<file path="config.mk">
export PLATFORM = sky130hd
export DESIGN_NAME = wpc_ram
export DESIGN_NICKNAME = d
export VERILOG_FILES = /design/src/sv/wpc_ram.sv
export SDC_FILE = /design/constraint.sdc
export NUM_CORES = 1
export LEC_CHECK = 0
export ABC_AREA = 1
export BUFFER_PORTS_ARGS = -buffer_cell sky130_fd_sc_hd__buf_2
export CAP_MARGIN = 20
export CORE_MARGIN = 2
export CORE_UTILIZATION = 30
export CTS_BUF_LIST = sky130_fd_sc_hd__clkbuf_8
export DETAILED_ROUTE_END_ITERATION = 16
export GPL_TIMING_DRIVEN = 0
export PLACE_DENSITY = 0.51
export SLEW_MARGIN = 5
export SYNTH_ARGS = -nofsm -noshare
export SYNTH_HDL_FRONTEND = slang
export SYNTH_SLANG_ARGS = --single-unit
</file>
<file path="constraint.sdc">
create_clock -name clk_i -period 3.75 [get_ports clk_i]
set_input_delay 0.1875 -clock clk_i [delete_from_list [all_inputs] [get_ports clk_i]]
set_output_delay 0.1875 -clock clk_i [all_outputs]
set_load 0.1 [all_outputs]
</file>
<file path="src/sv/wpc_ram.sv">
// generic single-port synchronous ram with registered read
// no dependencies
module wpc_ram #(
  parameter int unsigned WIDTH = 8,
  parameter int unsigned DEPTH = 64
) (
  input  logic                     clk_i,
  input  logic                     we_i,
  input  logic [$clog2(DEPTH)-1:0] addr_i,
  input  logic [WIDTH-1:0]         wdata_i,
  output logic [WIDTH-1:0]         rdata_o
);

  logic [WIDTH-1:0] mem_q [DEPTH];
  logic [WIDTH-1:0] rdata_q;

  always_ff @(posedge clk_i) begin
    if (we_i) begin
      mem_q[addr_i] <= wdata_i;
    end
    rdata_q <= mem_q[addr_i];
  end

  assign rdata_o = rdata_q;

endmodule

</file>
==> results.md <==
- Outcome: finished clean
- Rows: 99
- Area Overhead vs Synth: 14.0%
- CTS tree: done
- Iter 0 DRT Violations: 1,625
- #FFs+latches synth: 520
- Syn nets: 2,183
- Flop2flop setup slack: 1.98 ns
- Routability cong.: 0.893
- Final TNS setup: 0 ns
- Die ar.: 75,700 um2
- Detail Route Antenna Nets: 0
- H-tree Lvls: 3
- Crit end category: flip-flop
- Worst slew margin: 25.0%
- Peak supply drop: 282 uV
- Synthesized cell area: 22,000 um2
- Lkg Pwr: 10.4 nW
- Drt via density: 4.65
- # nets final: 2,300
- Post-CTS setup repair buffer count: 0
- Part of the cycle the worst path needs: 70.9%
- Crit start category: input port
- CTS max path bufs: 3
- Port Buffer Count: 18
- Critical path class: input port to flip-flop
- Share of layout cells above drive strength 1: 9.72%
- HP Class: input port to flip-flop
- Crit path DAT: 2.96 ns
- Mapped Cells: 2,167
- Root buffer cell: clkbuf_8
- CP dominant cell by count: buf_2
- Pre-Repair DR Iteration Count: 5
- HPWL after DPL: 45.7 mm
- CTS resizes: 0
- Synth top area cells: edfxtp_1 (70%), nand2_1 (24%), nor2_1 (1.5%), buf_2 (1.2%), buf_6 (0.77%)
- Core area: 72,800 um2
- Vias: 15.4k
- Max Clk Rate: 0.376 GHz
- Largest net degree at the start of global routing: 65
- Pwr Density: 483 nW/um2
- CP required: 4.05 ns
- Crit-path cells: buf_2 > inv_2 > buf_2 > nor2_2 > nand3_1 > nor2_1
- TritonCTS buffer count: 87
- Die Y: 275 um
- Worst Tran Pin Value: 1.12 ns
- Design Power: 12.1 mW
- Post-place setup slack: 0.422 ns
- Vias in the first global route: 15.0k
- # DRC: 0
- Reg clk slew, reported paths: 0.06 ns
- Crit path largest cell delay: 0.99 ns
- Mean Syn Cell Area: 10.2 um2
- Finish-stage setup viols: 0
- Die X: 275 um
- Hold Worst Slack: 0.0478 ns
- Final Non-Filler Cells: 3,307
- First-pass GRT wire length: 99.4 mm
- Starting density of the core: 30.3%
- Final Worst Setup Slack: 1.09 ns
- Post-synth top area cell: edfxtp_1
- Yosys cell types: 22
- Max Cap Viol: 0
- Yosys warns: 0
- Total wire length: 68.6 mm
- Hold Vio Cnt, Final: 0
- Top-Level Pins: 24
- Post-synthesis sequential area ratio: 70.5%
- Clock latency at the later pin of the worst-skew pair: 0.69 ns
- CTS Hold Bufs: 1
- Placed Cells incl. Taps: 3,151
- Fin. max-slew vios: 0
- Tmin final: 2.66 ns
- Multi-input gate area: 5830 um2
- Grt ovf: 0
- Drt wl/cell: 20.8 um
- Initial antenna violation count: 4
- Fill cells: 7,444
- RSZ-0062 raised after global routing: no
- Share of Yosys cell area claimed by the top area cell type: 69.7%
- Final Skew: 0.0245 ns
- Crit-path max FO: 10
- Storage cell area: 15,500 um2
- CTS sink count: 520
- GRT Resource Usage Total: 18.3%
- Slowest-stage cell, CP: nor2_1
placed cells by master (no fill, tap or decap), types with 4 or more instances in the layout:
master,instances
nand2_1,1384
edfxtp_1,512
clkbuf_8,91
nor2_1,87
buf_2,65
inv_1,51
clkbuf_1,23
clkinv_1,16
buf_6,15
buf_4,14
nand3_1,13
clkinv_2,9
nor3_2,8
dfxtp_1,8
o21ai_1,6
o211ai_1,5
inv_6,5
inv_2,4
buf_1,4
buf_16,4
path summary, 6_finish.rpt:
kind / end / cells past startpoint / from
setup / recovery: mem_q[58][6]$_DFFE_PP_ / 6 / addr_i[1]
hold reg to reg: rdata_o[6]$_DFF_P_ / 6 / mem_q[26][6]$_DFFE_PP_
setup reg to reg: rdata_o[6]$_DFF_P_ / 7 / mem_q[39][6]$_DFFE_PP_
hold / removal: mem_q[44][0]$_DFFE_PP_ / 1 / wdata_i[0]
report_power, final:
group	total [mW]	switching (mW)	internal, mW	leakage [nW]
sequential	6.45	0.0111	6.44	4.67
clock	4.70	2.32	2.38	0.903
combinational	0.980	0.768	0.212	4.84
synth_stat cells, drive strengths merged:
cell type	n
nand2	1384
edfxtp	512
nor2	89
buf	78
inv	29
clkbuf	23
nand3	13
dfxtp	8
nor3	8
o21ai	7
or2	6
o211ai	5
nand4	2
nor4	2
clkinv	1
cells by family after synthesis:
logic type	share of synthesized area [%]
AND/OR/NAND/NOR	26.0
AO/OA/AOI/OAI	0.329
buffers and inverters	3.16
flip-flops	70.5
per-stage QoR:
step | instance area [um2] | utilization (%)
3_5_place_dp | 23500 | 32.3
6_report | 25100 | 34.5
2_1_floorplan | 22000 | -
4_1_cts | 25100 | 34.4
3_3_place_gp | 23300 | 32.0
5_1_grt | 25100 | 34.5
critical path, delay by kind of cell:
kind | cells | cell delay [ns]
simple gates | 3 | 2.04
buf+inv | 3 | 0.72
state kept, by name (all words and copies together), names as in the netlist:
register	cells
mem_q	512
rdata_o	8
layer usage:
layer	vias up	routed length (um)	global-route usage, %
li1	7272	-	-
met1	7466	30600	25.1
met2	515	31700	29.4
met3	107	4830	3.64
met4	2	1540	5.12
met5	-	13	0
cell type report:
cell class / instances / area share (%)
buffer: 101 / 2.32
antenna: 3 / 0.0299
multi-input combinational: 1516 / 23.2
clock buffer: 91 / 4.99
tap: 959 / 4.78
sequential: 520 / 61.8
inverter: 30 / 0.448
timing repair buffer: 28 / 1.15
clock inverter: 59 / 1.27
Note: power is estimated with default switching activity, not from simulation.
