$ cat src/sv/wpc_pkg.sv
// shared types and constants for the way-predicted set-associative cache
// used by wpc_way_sel and way_predicted_set_assoc_cache_core
package wpc_pkg;

  localparam int unsigned WAYS   = 4;
  localparam int unsigned LRU_W  = 16;
  localparam int unsigned PRED_W = 2;

  localparam logic [15:0] LRU_ROW = 16'hF000;
  localparam logic [15:0] LRU_COL = 16'h8888;

  localparam logic [1:0] CMD_READ  = 2'd0;
  localparam logic [1:0] CMD_WRITE = 2'd1;
  localparam logic [1:0] CMD_FILL  = 2'd2;

  localparam logic [1:0] KIND_DATA   = 2'd0;
  localparam logic [1:0] KIND_REQ    = 2'd1;
  localparam logic [1:0] KIND_WT     = 2'd2;
  localparam logic [1:0] KIND_REJECT = 2'd3;

  localparam logic [1:0] CLS_PRED  = 2'd0;
  localparam logic [1:0] CLS_OTHER = 2'd1;
  localparam logic [1:0] CLS_FILL  = 2'd2;

  typedef enum logic [2:0] {
    ST_CLEAR,
    ST_IDLE,
    ST_LOOKUP,
    ST_RDATA,
    ST_SEND,
    ST_CAPT
  } state_e;

  typedef struct packed {
    logic       hit;
    logic [1:0] way;
    logic       other;
    logic [1:0] victim;
  } sel_t;

endpackage

$ cat src/sv/wpc_way_sel.sv
// hit search in predicted-way order and victim choice for one set
// depends on wpc_pkg
module wpc_way_sel (
  input  logic [3:0]   valid_i,
  input  logic [3:0]   match_i,
  input  logic [1:0]   pred_i,
  input  logic [15:0]  lru_i,
  output wpc_pkg::sel_t sel_o
);

  always_comb begin
    logic [1:0] w;
    logic       found;
    logic       vfound;
    sel_o  = '0;
    found  = 1'b0;
    vfound = 1'b0;
    // predicted way first, then pred+1..pred+3
    for (int i = 0; i < 4; i++) begin
      w = pred_i + 2'(i);
      if (!found && match_i[w]) begin
        found       = 1'b1;
        sel_o.hit   = 1'b1;
        sel_o.way   = w;
        sel_o.other = (i != 0);
      end
    end
    sel_o.victim = 2'd3;
    for (int i = 0; i < 4; i++) begin
      if (!vfound && !valid_i[i]) begin
        vfound       = 1'b1;
        sel_o.victim = 2'(i);
      end
    end
    for (int i = 0; i < 3; i++) begin
      if (!vfound && lru_i[15-4*i -: 4] == 4'd0) begin
        vfound       = 1'b1;
        sel_o.victim = 2'(i);
      end
    end
  end

endmodule

$ cat config.mk
export PLATFORM = sky130hd
export DESIGN_NAME = wpc_way_sel
export DESIGN_NICKNAME = d
export VERILOG_FILES = /design/src/sv/wpc_pkg.sv /design/src/sv/wpc_way_sel.sv
export SDC_FILE = /design/constraint.sdc
export NUM_CORES = 1
export LEC_CHECK = 0
export BUFFER_PORTS_ARGS = -buffer_cell sky130_fd_sc_hd__clkbuf_2
export CAP_MARGIN = 10
export CORE_AREA = 2 2 39 41
export DETAILED_ROUTE_END_ITERATION = 8
export DIE_AREA = 0 0 41 43
export GPL_ROUTABILITY_DRIVEN = 0
export PLACE_DENSITY = 0.46
export SYNTH_ARGS = -nofsm -noshare
export SYNTH_HDL_FRONTEND = slang
export SYNTH_SLANG_ARGS = --single-unit
$ cat constraint.sdc
create_clock -name vclk -period 2.6
set_input_delay 0.78 -clock vclk [all_inputs]
set_output_delay 0.78 -clock vclk [all_outputs]
set_load 0.05 [all_outputs]
==> results.sh, run 1 <==
export IMPL_viasPerCell=4.74
export IMPL_fp_dieArea_mm2=0.00176
export IMPL_drt_iter0_markers=0
export IMPL_dieWidth_um=41
export IMPL_vias=379
export IMPL_post_dp_hpwl_um=637
export IMPL_finalMaxSlewViolations=0
export IMPL_rsz_0062_raised_after_global_routing="true"
export IMPL_drtAntennaViolNets=0
export IMPL_design_area_um2=463
export IMPL_sequential_cell_total=0
export IMPL_grt_usage=0.0782
export IMPL_drt_wl_total_um=797
export IMPL_yosys_cell_types_count=18
export IMPL_floorplan_io_pins=32
export IMPL_hold_path_startpoint="valid_i[3]"
export IMPL_maxSlewHeadroom=0.790
export IMPL_worstPathRequired_ns=1.82
export IMPL_postLayoutCoreUtil=0.335
export IMPL_layout_setup_ws_ns=-0.0163
export IMPL_sequentialPowerShare=0
export IMPL_arrival_time_of_the_worst_setup_path_ns=1.84
export IMPL_power_share_switching=0.559
export IMPL_cts_hold_buffers=0
export IMPL_p_switching_uw=53.5
export IMPL_grt_start_max_net_pins=7
export IMPL_synthCells=32
export IMPL_worst_setup_path_startpoint="lru_i[6]"
export IMPL_footprint_of_the_multi_input_gates_um2=215
export IMPL_grt_pass1_wl_mm=1.05
export IMPL_cts_setup_buffers=0
export IMPL_design_power_total_uw=95.8
export IMPL_portBuffers=28
export IMPL_post_synth_instance_area_um2=215
export IMPL_hold_viol=0
export IMPL_failed_checks="setup timing"
export IMPL_register_area_um2=0
export IMPL_vdd_ir_drop_worst_mv=0.0891
export IMPL_first_global_vias=318
export IMPL_drive_above_1_share=0.656
export IMPL_holdWs_ns=1.92
export IMPL_crit_path_max_incr_delay_ns=0.52
export IMPL_post_synth_top_area_fraction=0.105
export IMPL_ys_seq_area_frac=0
export IMPL_synth_nets=58
export IMPL_timing_fmax_mhz=382
export IMPL_synth_warning_count=0
export IMPL_max_cap_violations=0
export IMPL_grt_ovfl_total=0
export IMPL_cellPowerDensity_mw_per_mm2=207
export IMPL_timing_critical_path_from_type="primary input"
export IMPL_critPathCaptureType="primary output"
export IMPL_status="finished, violations left"
export IMPL_post_route_period_util=1.01
export IMPL_synth_top_cells_by_area="sky130_fd_sc_hd__buf_6 10%, sky130_fd_sc_hd__mux4_2 10%, sky130_fd_sc_hd__nor2_1 8.7%, sky130_fd_sc_hd__a21oi_1 7.0%, sky130_fd_sc_hd__nor3_1 7.0%"
export IMPL_synth_top_cell_by_area="sky130_fd_sc_hd__buf_6"
export IMPL_drc_errors=0
export IMPL_report_final_setup_viol=1
export IMPL_placed_area_um2=410
export IMPL_antenna_diode_count=0
export IMPL_core_rowCount=14
export IMPL_initial_utilization=0.156
export IMPL_worstPathMaxFanout=1
export IMPL_die_height_um=43
export IMPL_grt_antenna_before_repair=0
export IMPL_crit_path_cell_trace="clkbuf_2 -> or4_1 -> o21bai_1 -> a31oi_2 -> buf_8"
export IMPL_fill_cells=155
export IMPL_hold_endpoint="sel_o[0]"
export IMPL_design_core_area_mm2=0.00138
export IMPL_clkPwrFrac=0
export IMPL_combinationalPowerShare=1.000
export IMPL_avg_cell_area_syn_um2=6.73
export IMPL_final_net_count=92
export IMPL_synthToLayoutAreaGrowth_pct=115
export IMPL_crit_type="primary input to primary output"
export IMPL_static_leakage_power_nw=0.230
export IMPL_depth_of_the_worst_hold_timing_path=3
export IMPL_detail_route_first_pass_iterations=1
export IMPL_max_stage_delay_cell_worst_path="sky130_fd_sc_hd__or4_1"
export IMPL_worstHoldPathType="primary input to primary output"
export IMPL_internal_power_uw=42.3
export IMPL_worst_slew_pin_slew_ns=0.313
export IMPL_n_clock_buffer=0
export IMPL_finalSetupTns_ns=-0.0163
export IMPL_wl_per_cell_um=9.96
export IMPL_fin_crit_ns=2.62
worst max-delay path by stage:
| stage | to | slack (ns) | cells past startpoint |
|---|---|---|---|
| 2_1_floorplan | sel_o[3] | -0.03 | 4 |
| 3_3_place_gp | sel_o[0] | -0.08 | 5 |
| 3_5_place_dp | sel_o[2] | -0.06 | 5 |
| 4_1_cts | sel_o[0] | -0.02 | 5 |
| 5_1_grt | sel_o[0] | -0.05 | 5 |
| 6_report | sel_o[0] | -0.02 | 5 |
power groups by stage:
stage / sequential (mW) / clock, mW / combinational, mW
after floorplan: 0 / 0 / 0.0509
after global placement: 0 / 0 / 0.0834
after detailed placement: 0 / 0 / 0.0832
after CTS: 0 / 0 / 0.0891
after global routing: 0 / 0 / 0.103
final: 0 / 0 / 0.0958
cells in the final DEF, fill, tap and decap left out, types with 2 or more instances in the layout:
| cell | n |
|---|---|
| sky130_fd_sc_hd__buf_2 | 2 |
| sky130_fd_sc_hd__inv_1 | 3 |
| sky130_fd_sc_hd__o21ai_0 | 2 |
| sky130_fd_sc_hd__clkbuf_2 | 21 |
| sky130_fd_sc_hd__buf_4 | 8 |
| sky130_fd_sc_hd__nor3_2 | 4 |
| sky130_fd_sc_hd__a21oi_1 | 3 |
| sky130_fd_sc_hd__nor2_1 | 5 |
| sky130_fd_sc_hd__buf_8 | 2 |
| sky130_fd_sc_hd__or4_1 | 2 |
area by class of cell:
cell class,count,area share
tap,16,0.0432
timing repair buffer,34,0.468
multi-input combinational,27,0.465
inverter,3,0.0243
routing by layer:
metal / vias to the layer above / GRT usage / share of wire
li1: 188 / - / -
met1: 163 / 0.0641 / 0.30
met2: 28 / 0.178 / 0.54
met3: 0 / 0.00524 / 0.16
met4: 0 / 0 / 0
met5: - / 0 / 0
through the flow:
stage                     setup WS, ns  cells
after floorplan                -0.0262     32
after global placement         -0.0763     80
after detailed placement       -0.0626     80
after CTS                      -0.0186     80
after global routing           -0.0512     80
final                          -0.0163     80
worst max-delay path, delay by kind of cell:
kind | cells | cell delay [ns]
AND/OR/NAND/NOR | 1 | 0.52
buffers and inverters | 2 | 0.24
AO/OA/AOI/OAI | 2 | 0.30
Yosys cell counts, drive strengths merged:
cell type	instances
buf	2
a31oi	1
nand2b	1
inv	3
mux2i	1
a21oi	3
a311oi	1
nor4	2
nor2	5
o211ai	1
or4	2
and3	1
mux4	1
o21ai	2
o21bai	1
o2bb2a	1
nor3	4
cell families after synthesis:
| kind of cell | count (synthesis) | synth area share |
|---|---|---|
| and+or+nand+nor | 15 | 0.390 |
| AOI/OAI and AO/OA | 10 | 0.302 |
| buffers and inverters | 5 | 0.157 |
| muxes | 2 | 0.151 |
what timing repair did:
item                                    4_1_cts  5_1_grt
resized for setup                             5       17
gates cloned                                  0        0
endpoints found under the setup margin        2        4
pin swaps                                     0        7
No activity file was read; power rests on OpenSTA's default activity.
==> inputs of run 2 (changes only) <==
==> constraint.sdc (replaced) <==
create_clock -name vclk -period 3.15
set_input_delay 0.945 -clock vclk [all_inputs]
set_output_delay 0.945 -clock vclk [all_outputs]
set_load 0.05 [all_outputs]
==> run 2 against run 1 <==
Compared with the run above: the flow now finishes without violations; utilization decreased by 7.1 points; critical endpoint unchanged; sequential share of layout area unchanged; first-iteration DRC count increased by 1; global-route usage fell by 1.6 points; flip-flop and latch count unchanged; wire length down 23%; non-clock buffer count down 6; setup slack improved by 0.16 ns; highest routed layer unchanged.
==> results.sh, run 2 (same netlist as run 1, synthesis figures left out) <==
export IMPL_status="completed"
export IMPL_grt_antenna_before_repair=0
export IMPL_depth_of_the_worst_hold_timing_path=3
export IMPL_crit_path_max_incr_delay_ns=0.39
export IMPL_final_net_count=86
export IMPL_footprint_of_the_multi_input_gates_um2=194
export IMPL_clkPwrFrac=0
export IMPL_timing_fmax_mhz=333
export IMPL_worst_setup_path_startpoint="lru_i[9]"
export IMPL_worstHoldPathType="primary input to primary output"
export IMPL_fin_crit_ns=3.00
export IMPL_wl_per_cell_um=8.24
export IMPL_sequential_cell_total=0
export IMPL_fill_cells=157
export IMPL_combinationalPowerShare=1.000
export IMPL_timing_critical_path_from_type="primary input"
export IMPL_crit_type="primary input to primary output"
export IMPL_cellPowerDensity_mw_per_mm2=172
export IMPL_grt_util_met1=0.0639
export IMPL_floorplan_io_pins=32
export IMPL_internal_power_uw=23.2
export IMPL_postLayoutCoreUtil=0.264
export IMPL_core_rowCount=14
export IMPL_initial_utilization=0.156
export IMPL_antenna_diode_count=0
export IMPL_post_place_cells=74
export IMPL_design_core_area_mm2=0.00138
export IMPL_critPathCapture="sel_o[0]"
export IMPL_cts_setup_buffers=0
export IMPL_grt_usage=0.0621
export IMPL_hold_viol=0
export IMPL_drive_above_1_share=0.552
export IMPL_drt_iter0_markers=1
export IMPL_max_stage_delay_cell_worst_path="sky130_fd_sc_hd__nor4_1"
export IMPL_finalSetupTns_ns=0
export IMPL_worst_slew_pin_slew_ns=0.394
export IMPL_post_dp_hpwl_um=554
export IMPL_p_switching_uw=39.8
export IMPL_static_leakage_power_nw=0.187
export IMPL_die_height_um=43
export IMPL_arrival_time_of_the_worst_setup_path_ns=2.06
export IMPL_critPathCaptureType="primary output"
export IMPL_n_clock_buffer=0
export IMPL_use_met3=0.00524
export IMPL_grt_start_max_net_pins=10
export IMPL_vdd_ir_drop_worst_mv=0.0769
export IMPL_worstPathMaxFanout=2
export IMPL_power_share_switching=0.631
export IMPL_grt_most_used_layer="met2"
export IMPL_grt_pass1_wl_um=834
export IMPL_grt_ovfl_total=0
export IMPL_cts_hold_buffers=0
export IMPL_layout_setup_ws_ns=0.148
export IMPL_portBuffers=28
export IMPL_detail_route_first_pass_iterations=3
export IMPL_rsz_0062_raised_after_global_routing="false"
export IMPL_commonest_cells_after_routing_fill_and_taps_aside="28 x sky130_fd_sc_hd__clkbuf_2, 5 x sky130_fd_sc_hd__nor2_1, 3 x sky130_fd_sc_hd__inv_1, 3 x sky130_fd_sc_hd__a21oi_1, 3 x sky130_fd_sc_hd__nor3_1"
export IMPL_crit_path_cell_trace="clkbuf_2 -> nor4_1 -> o21bai_1 -> a31oi_2 -> clkbuf_2"
export IMPL_placed_area_um2=365
export IMPL_viasPerCell=4.62
export IMPL_cp_common_cell="sky130_fd_sc_hd__clkbuf_2"
export IMPL_dieWidth_um=41
export IMPL_worstPathRequired_ns=2.20
export IMPL_drtAntennaViolNets=0
export IMPL_post_route_period_util=0.953
export IMPL_sequentialPowerShare=0
export IMPL_synthToLayoutAreaGrowth_pct=69.8
export IMPL_cts_repair_resized=0
export IMPL_fp_dieArea_mm2=0.00176
export IMPL_finalMaxSlewViolations=0
export IMPL_register_area_um2=0
export IMPL_vias=342
export IMPL_layoutNonFillerInstCount=74
export IMPL_gr_usage_met2=0.128
export IMPL_report_final_setup_viol=0
export IMPL_first_global_vias=252
export IMPL_max_cap_violations=0
export IMPL_layout_cells_most_common="sky130_fd_sc_hd__clkbuf_2"
export IMPL_drt_wl_total_um=610
export IMPL_maxSlewHeadroom=0.735
export IMPL_design_area_um2=365
export IMPL_drc_errors=0
export IMPL_detailedPlace_worstSlack_ns=0.122
run 2: cell types whose count changed in the layout (fill, tap and decap cells not counted), sizes merged:
| cell | previous run | this run |
|---|---|---|
| buf | 13 | 0 |
| clkbuf | 21 | 28 |
run 2: metal layers:
layer,vias to the layer above,part of all wire
li1,176,-
met1,138,0.38
met2,28,0.44
met3,0,0.18
met4,0,0
met5,-,0
run 2: metrics by stage:
step / hold WS (ns) / power [mW]
finish: 2.29 / 0.0630
global route: 2.30 / 0.0683
CTS: 2.29 / 0.0633
detailed placement: 2.29 / 0.0632
global placement: 2.29 / 0.0635
floorplan: 2.09 / 0.0420
run 2: layout make-up:
type               count  area share
inverters              3      0.0308
multi-input cells     27       0.531
well taps             16      0.0548
repair buffers        28       0.384
run 2: worst min path at each step:
stage          slack [ns]        from  endpoint
4_1_cts              2.29  valid_i[3]  sel_o[0]
2_1_floorplan        2.09  valid_i[0]  sel_o[0]
5_1_grt              2.30  valid_i[3]  sel_o[0]
3_5_place_dp         2.29  valid_i[3]  sel_o[0]
6_report             2.29  valid_i[3]  sel_o[0]
3_3_place_gp         2.29  valid_i[3]  sel_o[0]
run 2: power groups by stage:
stage | clock network [mW] | registers [mW] | logic [mW]
2_1_floorplan | 0 | 0 | 0.0420
3_3_place_gp | 0 | 0 | 0.0635
3_5_place_dp | 0 | 0 | 0.0632
4_1_cts | 0 | 0 | 0.0633
5_1_grt | 0 | 0 | 0.0683
6_report | 0 | 0 | 0.0630
run 2: worst max-delay path, delay by kind of cell:
family | cells | cell delay (ns)
buffers and inverters | 2 | 0.37
and+or+nand+nor | 1 | 0.39
AOI/OAI and AO/OA | 2 | 0.34
